File: src/rtl/core/hthpd_pkg.sv
// Package for the heading to haptic pulse driver: word types, codes, constants
// and the interval table. No dependencies.
package hthpd_pkg;

   // Circle and dead zone, in 1/16 degree
   localparam int unsigned FULL_CIRCLE = 5760;
   localparam int unsigned DEAD_ZONE   = 96;

   localparam int unsigned MOTOR_COUNT_DEFAULT = 20;

   localparam int unsigned HEADING_W  = 13;
   localparam int unsigned MOTOR_W    = 5;
   localparam int unsigned TIME_W     = 32;
   localparam int unsigned DURATION_W = 16;
   localparam int unsigned POS_W      = 2;
   localparam int unsigned CSR_IDX_W  = 1;

   // Register reset values
   localparam logic [DURATION_W-1:0] ON_DURATION_RESET    = 16'd200;
   localparam logic [DURATION_W-1:0] START_INTERVAL_RESET = 16'd500;

   // Register indexes
   localparam logic [CSR_IDX_W-1:0] CSR_ON_DURATION    = 1'b0;
   localparam logic [CSR_IDX_W-1:0] CSR_START_INTERVAL = 1'b1;

   // Commands
   localparam logic CMD_HEADING = 1'b0;
   localparam logic CMD_ADVANCE = 1'b1;

   // Motor actions
   localparam logic [1:0] ACTION_NONE = 2'd0;
   localparam logic [1:0] ACTION_ON   = 2'd1;
   localparam logic [1:0] ACTION_OFF  = 2'd2;

   // Interval table, ms
   localparam logic [DURATION_W-1:0] INTERVAL_0 = 16'd500;
   localparam logic [DURATION_W-1:0] INTERVAL_1 = 16'd1500;
   localparam logic [DURATION_W-1:0] INTERVAL_2 = 16'd2500;
   localparam logic [DURATION_W-1:0] INTERVAL_3 = 16'd3500;

   typedef struct packed {
      logic                  command;
      logic [HEADING_W-1:0]  heading_sixteenths;
      logic [TIME_W-1:0]     now_ms;
      logic                  always_on;
   } req_type;

   typedef struct packed {
      logic                  ignored;
      logic [MOTOR_W-1:0]    motor_index;
      logic [1:0]            motor_action;
      logic                  released_valid;
      logic [MOTOR_W-1:0]    released_index;
      logic [DURATION_W-1:0] interval_ms;
   } rsp_type;

   // Snap result handed from the snap logic to the control
   typedef struct packed {
      logic               in_range;
      logic               far;
      logic [MOTOR_W-1:0] motor;
   } snap_type;

   function automatic logic [DURATION_W-1:0] interval_lookup(input logic [POS_W-1:0] pos);
      logic [DURATION_W-1:0] val;
      case (pos)
         2'd0:    val = INTERVAL_0;
         2'd1:    val = INTERVAL_1;
         2'd2:    val = INTERVAL_2;
         2'd3:    val = INTERVAL_3;
         default: val = INTERVAL_0;
      endcase
      return val;
   endfunction

endpackage

File: src/rtl/core/heading_to_haptic_pulse_driver_core.sv
// Top level of the heading to haptic pulse driver: input register, result
// register, configuration registers. Depends on hthpd_pkg, hthpd_snap, hthpd_ctrl.
//
//   channel | ports                                   | direction
//   --------+-----------------------------------------+----------
//   request | req_valid, req_stall, req_data          | in
//   result  | rsp_valid, rsp_stall, rsp_data          | out
//   config  | csr_wr_en, csr_index, csr_wdata         | in
//
// One word per cycle sustained while rsp_stall is low; a taken request goes into the
// input register and its result then into the result register, built by the single
// snap and timing pass between them. Synchronous reset empties both registers and
// restores the motor state and register defaults. A stalled result holds while the
// input register still takes one more word.
module heading_to_haptic_pulse_driver_core #(
   parameter int unsigned MOTOR_COUNT = hthpd_pkg::MOTOR_COUNT_DEFAULT
) (
   input  logic                             clock,
   input  logic                             reset,
   input  logic                             req_valid,
   output logic                             req_stall,
   input  hthpd_pkg::req_type               req_data,
   output logic                             rsp_valid,
   input  logic                             rsp_stall,
   output hthpd_pkg::rsp_type               rsp_data,
   input  logic                             csr_wr_en,
   input  logic [hthpd_pkg::CSR_IDX_W-1:0]  csr_index,
   input  logic [hthpd_pkg::DURATION_W-1:0] csr_wdata
);
   import hthpd_pkg::*;

   logic                  in_valid_ff, in_valid_in;
   req_type               in_data_ff;
   logic                  out_valid_ff, out_valid_in;
   rsp_type               out_data_ff;
   logic [DURATION_W-1:0] on_dur_ff;
   logic [DURATION_W-1:0] start_int_ff;

   logic     req_take;
   logic     advance;
   snap_type snap;
   rsp_type  result;

   assign advance   = in_valid_ff && (!out_valid_ff || !rsp_stall);
   assign req_stall = in_valid_ff && !advance;
   assign req_take  = req_valid && !req_stall;

   always_comb begin
      in_valid_in  = req_take ? 1'b1 : (advance ? 1'b0 : in_valid_ff);
      out_valid_in = advance ? 1'b1 : (rsp_stall ? out_valid_ff : 1'b0);
   end

   hthpd_snap #(
      .MOTOR_COUNT(MOTOR_COUNT)
   ) u_snap (
      .heading (in_data_ff.heading_sixteenths),
      .snap    (snap)
   );

   hthpd_ctrl u_ctrl (
      .clock          (clock),
      .reset          (reset),
      .advance        (advance),
      .item           (in_data_ff),
      .snap           (snap),
      .on_duration    (on_dur_ff),
      .start_interval (start_int_ff),
      .result         (result)
   );

   always_ff @(posedge clock) begin
      if (reset) begin
         in_valid_ff  <= 1'b0;
         out_valid_ff <= 1'b0;
         on_dur_ff    <= ON_DURATION_RESET;
         start_int_ff <= START_INTERVAL_RESET;
      end else begin
         in_valid_ff  <= in_valid_in;
         out_valid_ff <= out_valid_in;
         if (csr_wr_en) begin
            case (csr_index)
               CSR_ON_DURATION:    on_dur_ff    <= csr_wdata;
               CSR_START_INTERVAL: start_int_ff <= csr_wdata;
               default:            ;
            endcase
         end
      end
   end

   always_ff @(posedge clock) begin
      if (req_take) begin
         in_data_ff <= req_data;
      end
      if (advance) begin
         out_data_ff <= result;
      end
   end

   assign rsp_valid = out_valid_ff;
   assign rsp_data  = out_data_ff;

endmodule

File: src/rtl/core/hthpd_snap.sv
// Heading snap: nearest motor, circular distance to its snap point, dead zone test.
// Depends on hthpd_pkg.
module hthpd_snap #(
   parameter int unsigned MOTOR_COUNT = hthpd_pkg::MOTOR_COUNT_DEFAULT
) (
   input  logic [hthpd_pkg::HEADING_W-1:0] heading,
   output hthpd_pkg::snap_type             snap
);
   import hthpd_pkg::*;

   localparam int unsigned STEP = FULL_CIRCLE / MOTOR_COUNT;
   localparam int unsigned HALF = STEP / 2;
   localparam int unsigned K_W  = $clog2(MOTOR_COUNT + 1);

   logic [HEADING_W:0]   rounded;
   logic [K_W-1:0]       k;
   logic [HEADING_W-1:0] point;
   logic [HEADING_W-1:0] gap;
   logic [HEADING_W-1:0] gap_alt;
   logic [HEADING_W-1:0] gap_min;

   assign rounded = {1'b0, heading} + (HEADING_W+1)'(HALF);

   // Thresholds are constants, so this is a row of parallel compares
   always_comb begin
      k     = '0;
      point = '0;
      for (int j = 1; j <= int'(MOTOR_COUNT); j++) begin
         if (rounded >= (HEADING_W+1)'(j * STEP)) begin
            k     = K_W'(j);
            point = HEADING_W'(j * STEP);
         end
      end
   end

   always_comb begin
      gap     = (heading >= point) ? (heading - point) : (point - heading);
      gap_alt = HEADING_W'(FULL_CIRCLE) - gap;
      gap_min = (gap > gap_alt) ? gap_alt : gap;
   end

   always_comb begin
      snap.in_range = (heading < HEADING_W'(FULL_CIRCLE));
      snap.far      = (gap_min > HEADING_W'(DEAD_ZONE));
      // k reaches MOTOR_COUNT only just below 360, which wraps to motor 0
      snap.motor    = (k == K_W'(MOTOR_COUNT)) ? '0 : MOTOR_W'(k);
   end

endmodule

File: src/rtl/core/hthpd_ctrl.sv
// Motor selection, release and pulse timing state; builds the result word.
// Depends on hthpd_pkg.
module hthpd_ctrl (
   input  logic                             clock,
   input  logic                             reset,
   input  logic                             advance,
   input  hthpd_pkg::req_type               item,
   input  hthpd_pkg::snap_type              snap,
   input  logic [hthpd_pkg::DURATION_W-1:0] on_duration,
   input  logic [hthpd_pkg::DURATION_W-1:0] start_interval,
   output hthpd_pkg::rsp_type               result
);
   import hthpd_pkg::*;

   logic                  have_dir_ff, have_dir_in;
   logic [MOTOR_W-1:0]    motor_ff, motor_in;
   logic [TIME_W-1:0]     start_ff, start_in;
   logic [POS_W-1:0]      pos_ff, pos_in;
   logic                  table_ff, table_in;

   logic [DURATION_W-1:0] interval_cur;
   logic [MOTOR_W-1:0]    motor_sel;
   logic                  change;
   logic [TIME_W-1:0]     start_eff;
   logic [TIME_W-1:0]     elapsed;
   logic [DURATION_W:0]   limit;

   assign interval_cur = table_ff ? interval_lookup(pos_ff) : start_interval;

   always_comb begin
      motor_sel = (have_dir_ff && snap.far) ? motor_ff : snap.motor;
      change    = !have_dir_ff || (motor_sel != motor_ff);
      start_eff = change ? item.now_ms : start_ff;
      elapsed   = item.now_ms - start_eff;
      limit     = {1'b0, on_duration} + {1'b0, interval_cur};
   end

   always_comb begin
      have_dir_in = have_dir_ff;
      motor_in    = motor_ff;
      start_in    = start_ff;
      pos_in      = pos_ff;
      table_in    = table_ff;

      result.ignored        = 1'b1;
      result.motor_index    = motor_ff;
      result.motor_action   = ACTION_NONE;
      result.released_valid = 1'b0;
      result.released_index = '0;
      result.interval_ms    = interval_cur;

      if (item.command == CMD_ADVANCE) begin
         pos_in             = pos_ff + POS_W'(1);
         table_in           = 1'b1;
         result.interval_ms = interval_lookup(pos_ff + POS_W'(1));
      end else if (snap.in_range) begin
         result.ignored     = 1'b0;
         have_dir_in        = 1'b1;
         motor_in           = motor_sel;
         result.motor_index = motor_sel;
         start_in           = start_eff;
         if (change) begin
            result.motor_action = ACTION_ON;
         end
         if (have_dir_ff && change) begin
            result.released_valid = 1'b1;
            result.released_index = motor_ff;
         end
         if (item.always_on || (elapsed >= TIME_W'(limit))) begin
            result.motor_action = ACTION_ON;
            start_in            = item.now_ms;
         end else if (elapsed >= TIME_W'(on_duration)) begin
            result.motor_action = ACTION_OFF;
         end
      end
   end

   always_ff @(posedge clock) begin
      if (reset) begin
         have_dir_ff <= 1'b0;
         motor_ff    <= '0;
         start_ff    <= '0;
         pos_ff      <= '0;
         table_ff    <= 1'b0;
      end else if (advance) begin
         have_dir_ff <= have_dir_in;
         motor_ff    <= motor_in;
         start_ff    <= start_in;
         pos_ff      <= pos_in;
         table_ff    <= table_in;
      end
   end

endmodule
File: config.mk
export PLATFORM = sky130hd
export DESIGN_NAME = heading_to_haptic_pulse_driver_core
export DESIGN_NICKNAME = d
export VERILOG_FILES = /design/src/rtl/core/hthpd_pkg.sv /design/src/rtl/core/heading_to_haptic_pulse_driver_core.sv /design/src/rtl/core/hthpd_snap.sv /design/src/rtl/core/hthpd_ctrl.sv
export SDC_FILE = /design/constraint.sdc
export NUM_CORES = 1
export LEC_CHECK = 0
export BUFFER_PORTS_ARGS = -buffer_cell sky130_fd_sc_hd__clkbuf_2
export CORE_ASPECT_RATIO = 0.6
export CORE_MARGIN = 10
export CORE_UTILIZATION = 55
export CTS_BUF_LIST = sky130_fd_sc_hd__clkbuf_16
export DETAILED_ROUTE_END_ITERATION = 6
export PLACE_DENSITY_LB_ADDON = 0.25
export SKIP_CTS_REPAIR_TIMING = 1
export SLEW_MARGIN = 40
export SYNTH_ARGS = -nofsm -noshare
export SYNTH_HDL_FRONTEND = slang
export SYNTH_SLANG_ARGS = --single-unit
export TNS_END_PERCENT = 50
File: constraint.sdc
create_clock -name clock -period 32.5 [get_ports clock]
set_input_delay 1.625 -clock clock [delete_from_list [all_inputs] [get_ports clock]]
set_output_delay 1.625 -clock clock [all_outputs]
set_load 0.01 [all_outputs]
Word level (Yosys, flattened, before mapping):

Cells that the tools add are included.

* output and inout bits: 32
* logic and storage cells: 149
* bits in registers: 152

* bitwise gates (word level): 4
* mux-type cells: 60
* equal/unequal tests: 9
* reduce and logical (&&, ||, !) cells: 23
* $add $sub $neg: 7
* order comparisons: 26

Operator list (number)
* case mux 16 bit (4 select lines): 2
* two-way mux 13 bit: 9
* >= comparator 14 x 12 -> 1 bit, second input constant: 7
* >= comparator 14 x 13 -> 1 bit, second input constant: 6
* two-way mux 12 bit: 7
* two-way mux 32 bit: 2
* >= comparator 14 x 11 -> 1 bit, second input constant: 4
* two-way mux 11 bit: 4
* two-way mux 5 bit: 7
* >= comparator 32 x 16 -> 1 bit: 1
* >= comparator 32 x 17 -> 1 bit: 1
* two-way mux 16 bit: 2
* two-way mux 4 bit: 8
* subtractor 32 bit: 1
* >= comparator 14 x 10 -> 1 bit, second input constant: 2
* subtractor 13 bit: 2
* two-way mux 10 bit: 2
* adder 16 x 16 -> 17 bit: 1
* adder 13 x 8 -> 14 bit, second input constant: 1
* >= comparator 14 x 9 -> 1 bit, second input constant: 1
* two-way mux 14 bit: 1
* >= comparator 13 bit: 1
* greater-than comparator 13 bit: 1
* greater-than comparator 13 x 7 -> 1 bit, second input constant: 1
* other kinds (23): 55

Longest topological paths before layout:

* word-level depth: 39
* depth in mapped cells: 64
* mapped depth without buffers: 60

Cells and area by module:

A second synthesis with hierarchy kept.

* cells, all modules: 1388
* area total of the unflattened synthesis: 12326.8 µm²

By module, submodules not included
* hthpd_ctrl: area an instance 6108.4 µm², sequential area each 820.8 µm², instances 1, cells an instance 794
* heading_to_haptic_pulse_driver_core: area an instance 3726.1 µm², sequential area each 2992.9 µm², instances 1, cells an instance 214
* hthpd_snap: area an instance 2492.4 µm², sequential area each 0.0 µm², instances 1, cells an instance 380

Least setup slack after synthesis:

OpenSTA, ideal clock, no wires.

* path kind: reg-to-reg
* start: register in_data_ff[37] in the netlist's numbering
* end: register out_data_ff (netlist bit rsp_data[22]) (data pin)
* setup slack: 19381 ps
* arrival: 12849 ps
* library setup time: 270 ps
* stages on the path, launching flop included: 61
* path buffers: 4
* required time: 32230 ps
* path through: edfxtp_1 > ha_1 > a21oi_1 > xnor2_1 > clkbuf_1 > o211ai_1 > a2111oi_0 > nor2_1 > a21boi_0 > o21ai_0 > a21boi_0 > o221ai_1 > a2111oi_0 > or2_2 > inv_1 > ha_1 > clkbuf_1 > nand4_1 > (+25 left out) > nor2b_1 > a21oi_1 > nand2_1 > mux2_4 > a22oi_1 > o21ai_0 > nor2_1 > o21ai_0 > xor2_1 > ha_1 > a21o_1 > a211oi_1 > o2111a_1 > o211ai_1 > or3_1 > a311o_1 > nor4b_1 > a21oi_1

* longest elaborated chain between the ends: 37
* elaborated cells on any way between the ends: 86
* those cells by class: add/sub: 5; order compare: 26; eq/ne: 2; mux: 48; bitwise: 1; reduce/logical: 4

Ends and longest elaborated chain
* start, declared: RTL line heading_to_haptic_pulse_driver_core.sv:33 `req_type in_data_ff;`
* start signal, assigned: RTL line heading_to_haptic_pulse_driver_core.sv:92 `in_data_ff <= req_data;`
* adder 13 x 8 -> 14 bit: RTL line hthpd_snap.sv:22 `assign rounded = {1'b0, heading} + (HEADING_W+1)'(HALF);`
* >= comparator 14 x 9 -> 1 bit: RTL line hthpd_snap.sv:29 `if (rounded >= (HEADING_W+1)'(j * STEP)) begin`
* two-way mux 9 bit: RTL line hthpd_snap.sv:29
* two-way mux 10 bit (2 in series): RTL line hthpd_snap.sv:29
* two-way mux 11 bit (4 in series): RTL line hthpd_snap.sv:29
* two-way mux 12 bit (7 in series): RTL line hthpd_snap.sv:29
* two-way mux 13 bit (6 in series): RTL line hthpd_snap.sv:29
* subtractor 13 bit or >= comparator 13 bit (tied branches): RTL line hthpd_snap.sv:37 `gap = (heading >= point) ? (heading - point) : (point - heading);`
* (+6 left out)
* two-way mux 5 bit: RTL line hthpd_ctrl.sv:31 `motor_sel = (have_dir_ff && snap.far) ? motor_ff : snap.motor;`
* != test 5 bit: RTL line hthpd_ctrl.sv:32 `change = !have_dir_ff || (motor_sel != motor_ff);`
* logical OR 1 bit: RTL line hthpd_ctrl.sv:32
* two-way mux 32 bit: RTL line hthpd_ctrl.sv:33 `start_eff = change ? item.now_ms : start_ff;`
* subtractor 32 bit: RTL line hthpd_ctrl.sv:34 `elapsed = item.now_ms - start_eff;`
* >= comparator 32 x 16 -> 1 bit or >= comparator 32 x 17 -> 1 bit (tied branches): RTL line hthpd_ctrl.sv:72, hthpd_ctrl.sv:69
* two-way mux 2 bit or logical OR 1 bit (tied branches): RTL line hthpd_ctrl.sv:72, hthpd_ctrl.sv:69
* two-way mux 2 bit: RTL line hthpd_ctrl.sv:69 `if (item.always_on || (elapsed >= TIME_W'(limit))) begin`
* end signal, assigned: RTL line heading_to_haptic_pulse_driver_core.sv:95 `out_data_ff <= result;`
* end, declared: RTL line heading_to_haptic_pulse_driver_core.sv:35 `rsp_type out_data_ff;`

Several ways; a longest one is shown, not always the timed one.
A chain may end at the register's enable or synchronous reset.

Final worst setup path:

* start: register in_data_ff[37] in the netlist's numbering
* end: register u_ctrl.start_ff[14]

* longest elaborated chain between the ends: 37
* elaborated cells on any way between the ends: 82
* those cells by class: add/sub: 5; order compare: 25; eq/ne: 2; mux: 46; reduce/logical: 4

Ends and longest elaborated chain
* adder 13 x 8 -> 14 bit: RTL line hthpd_snap.sv:22
* >= comparator 14 x 9 -> 1 bit: RTL line hthpd_snap.sv:29
* two-way mux 9 bit: RTL line hthpd_snap.sv:29
* two-way mux 10 bit (2 in series): RTL line hthpd_snap.sv:29
* two-way mux 11 bit (4 in series): RTL line hthpd_snap.sv:29
* two-way mux 12 bit (7 in series): RTL line hthpd_snap.sv:29
* two-way mux 13 bit (6 in series): RTL line hthpd_snap.sv:29
* subtractor 13 bit or >= comparator 13 bit (tied branches): RTL line hthpd_snap.sv:37
* (+6 left out)
* two-way mux 5 bit: RTL line hthpd_ctrl.sv:31
* != test 5 bit: RTL line hthpd_ctrl.sv:32
* logical OR 1 bit: RTL line hthpd_ctrl.sv:32
* two-way mux 32 bit: RTL line hthpd_ctrl.sv:33
* subtractor 32 bit: RTL line hthpd_ctrl.sv:34
* >= comparator 32 x 17 -> 1 bit: RTL line hthpd_ctrl.sv:69
* logical OR 1 bit: RTL line hthpd_ctrl.sv:69
* two-way mux 32 bit: RTL line hthpd_ctrl.sv:69
* end signal, assigned: RTL line hthpd_ctrl.sv:88 `start_ff <= start_in;`
* end, declared: RTL line hthpd_ctrl.sv:17 `logic [TIME_W-1:0] start_ff, start_in;`

Several ways; a longest one is shown, not always the timed one.

==> qor.txt <==
Status - completed
Clock sink count - 152
Prevailing post-synth register cell - edfxtp_1
Fin util - 0.6167
Die W - 214.3 µm
Syn Area/Cell - 8.816 µm²
R2R setup slack - 16800 ps
Vias in the first global route - 10283
Largest net degree at the start of global routing - 108
Slew @ Worst Pin - 880.8 ps
Max-slew headroom - 0.4074
DR WL/cell - 19.98 µm
Post-synth EDFFs - 77
FF+latch area - 0.003815 mm²
Layout Skew - 18.44 ps
Detailed Routing Iterations Pass 1 - 5
Pre-CTS setup slack - 17200 ps
Via count - 10955
Multi-input gate area - 0.008055 mm²
Remaining antenna violation count - 0
Synthesized flop and latch total - 152
Die ar. - 0.02927 mm²
Fill cells - 1951
Share of cells above drive strength 1 - 0.1329
Period utilization - 0.4831
CP Data Required Time - 32810 ps
Std cell rows - 42
Remaining global-route overflow - 0
Mapped cell area - 0.01246 mm²
Worst vdd ir - 0.04030 mV
Synth cell types - 95
Setup TNS - 0 ps
P&R area growth vs syn - 9.783%
Overall power - 686.1 µW
Hold slack - 462.0 ps
Commonest non-fill, non-tap cells in the layout - 124 x nand2_1, 111 x ha_1, 100 x a21oi_1, 100 x clkbuf_2, 87 x inv_1
Worst path max stage delay - 690 ps
Num CTS Buffers - 17
H-tree Lvls - 4
Crit-path slowest cell - a21oi_1
Area after DPL - 0.01314 mm²
WP data arrival - 16010 ps
Clock Pin Slew Worst Setup and Hold Paths - 70 ps
Max-slew violation count - 0
Via density - 6.120
Min-delay worst type - register to register
Maximum buffer depth of the clock tree - 2
Final RePlAce weighted congestion - 0.9651
Initial Util - 0.5617
Non-filler cells, final - 1790
Die height - 136.6 µm
Placed Cells - 1758
Total core area - 0.02218 mm²
Element type at the critical path end - register
Max Cap Violations - 0
Fmax - 63.70 MHz
Most Frequent Cell on Critical Path - a21o_1
CP Launch Type - register
Critical path class - register to register
CP Max Fanout - 33
RSZ-0062 raised after global routing - false
# port buffers - 100
Ys Warns - 0
Initial antenna violation count - 0
Final hold vios - 0
Most common cell after layout, fill and taps aside - nand2_1
Crit path time final - 15700 ps
First-pass GRT wire length - 56810 µm
Sequential fraction of the synthesis area - 0.3061
# DRC - 0
Clock Root Buffer - clkbuf_16
Mapped Cells - 1413
Lkg Pwr - 5.851 nW
Reg2reg path depth - 57
Nets - 1652
Pwr dens - 50.17 mW/mm²
Worst setup margin - 16800 ps
Final setup viols - 0
Post-route cell area - 0.01368 mm²
Hold path depth - 2
# IOs - 101
CTS tree - yes
Post-synth ARST share - 0
Diodes inserted - 0
Clock Latency Late Sink - 460 ps
Iteration-0 DRC Markers - 1186
Routed WL - 35770 µm
Net Count, Synth - 1596
Hpwl dp - 27440 µm
Overall Global Routing Usage - 0.2433
report_power, final:
part | leakage [nW] | switching (mW) | internal, mW
sequential | 1.35 | 0.0102 | 0.211
clock | 0.277 | 0.0887 | 0.0979
combinational | 4.22 | 0.165 | 0.112
total | 5.85 | 0.264 | 0.422
kinds of logic (layout without fill, tap and decap cells):
kind of cell	Yosys count	count (layout)	synth area share
AOI/OAI and AO/OA	393	393	0.2219
adders and majority gates	115	115	0.1171
DFF	152	152	0.3061
muxes	88	88	0.07292
xor gates and xnor gates	57	57	0.04068
and+or+nand+nor	450	450	0.1908
buffers and inverters	158	227	0.05042
layout make-up:
class	count	area share
Clock buffer	17	0.03111
Sequential cell	152	0.2790
Multi-Input combinational cell	1103	0.5890
Timing Repair Buffer	108	0.04126
Inverter	87	0.02388
Clock inverter	15	0.007594
Tap cell	308	0.02818
synth_stat cells, drive strengths merged (9+ instances only):
library cell    n  share of area
nor2           74          0.022
ha            111           0.11
nand2         125          0.038
xor2           22          0.015
and2           20          0.010
a21oi         101          0.041
a211oi         18          0.012
clkbuf         60          0.018
or3            10         0.0050
inv            86          0.026
o31ai           9         0.0065
nand2b         80          0.040
nand4          13         0.0065
mux2           13          0.012
dfxtp          75           0.12
o21bai         12         0.0072
buf            11         0.0061
nor2b          21          0.011
o21ai          65          0.026
edfxtp         77           0.19
or2            10         0.0050
a211o          11         0.0077
a21o           52          0.031
a31oi          11         0.0055
or4             9         0.0060
and3           10         0.0050
mux2i          75          0.061
nor4           10         0.0067
a221oi          9         0.0091
o211ai         13         0.0078
nor3           14         0.0060
nand3          27          0.011
xnor2          35          0.025
registers in the layout, summed over array words and instances, names as in the netlist:
signal,cells
u_ctrl.start_ff,32
rsp_valid,1
u_ctrl.table_ff,1
u_ctrl.motor_ff,5
on_dur_ff,16
u_ctrl.have_dir_ff,1
rsp_data,30
in_valid_ff,1
in_data_ff,47
start_int_ff,16
u_ctrl.pos_ff,2
final timing paths:
kind	from	to
max	in_data_ff[37]	u_ctrl.start_ff[14]
min	start_int_ff[11]	start_int_ff[11]
max reg2reg	in_data_ff[37]	u_ctrl.start_ff[14]
min reg2reg	start_int_ff[11]	start_int_ff[11]
worst max-delay path: cells and delay by family (launching register included):
family / cells / cell delay (ps)
XOR/XNOR: 2 / 620
AND/OR/NAND/NOR: 13 / 2880
AO/OA/AOI/OAI: 31 / 7880
multiplexers: 3 / 760
flip-flops: 1 / 630
adder cells (fa/ha/maj): 5 / 1910
buffers and inverters: 3 / 830
metal layers:
metal	part of all wire	GRT usage
met5	0	0
met4	0.010	0.05135
met3	0.10	0.08574
met2	0.39	0.3277
met1	0.50	0.3599
Note: power is estimated with default switching activity, not from simulation.
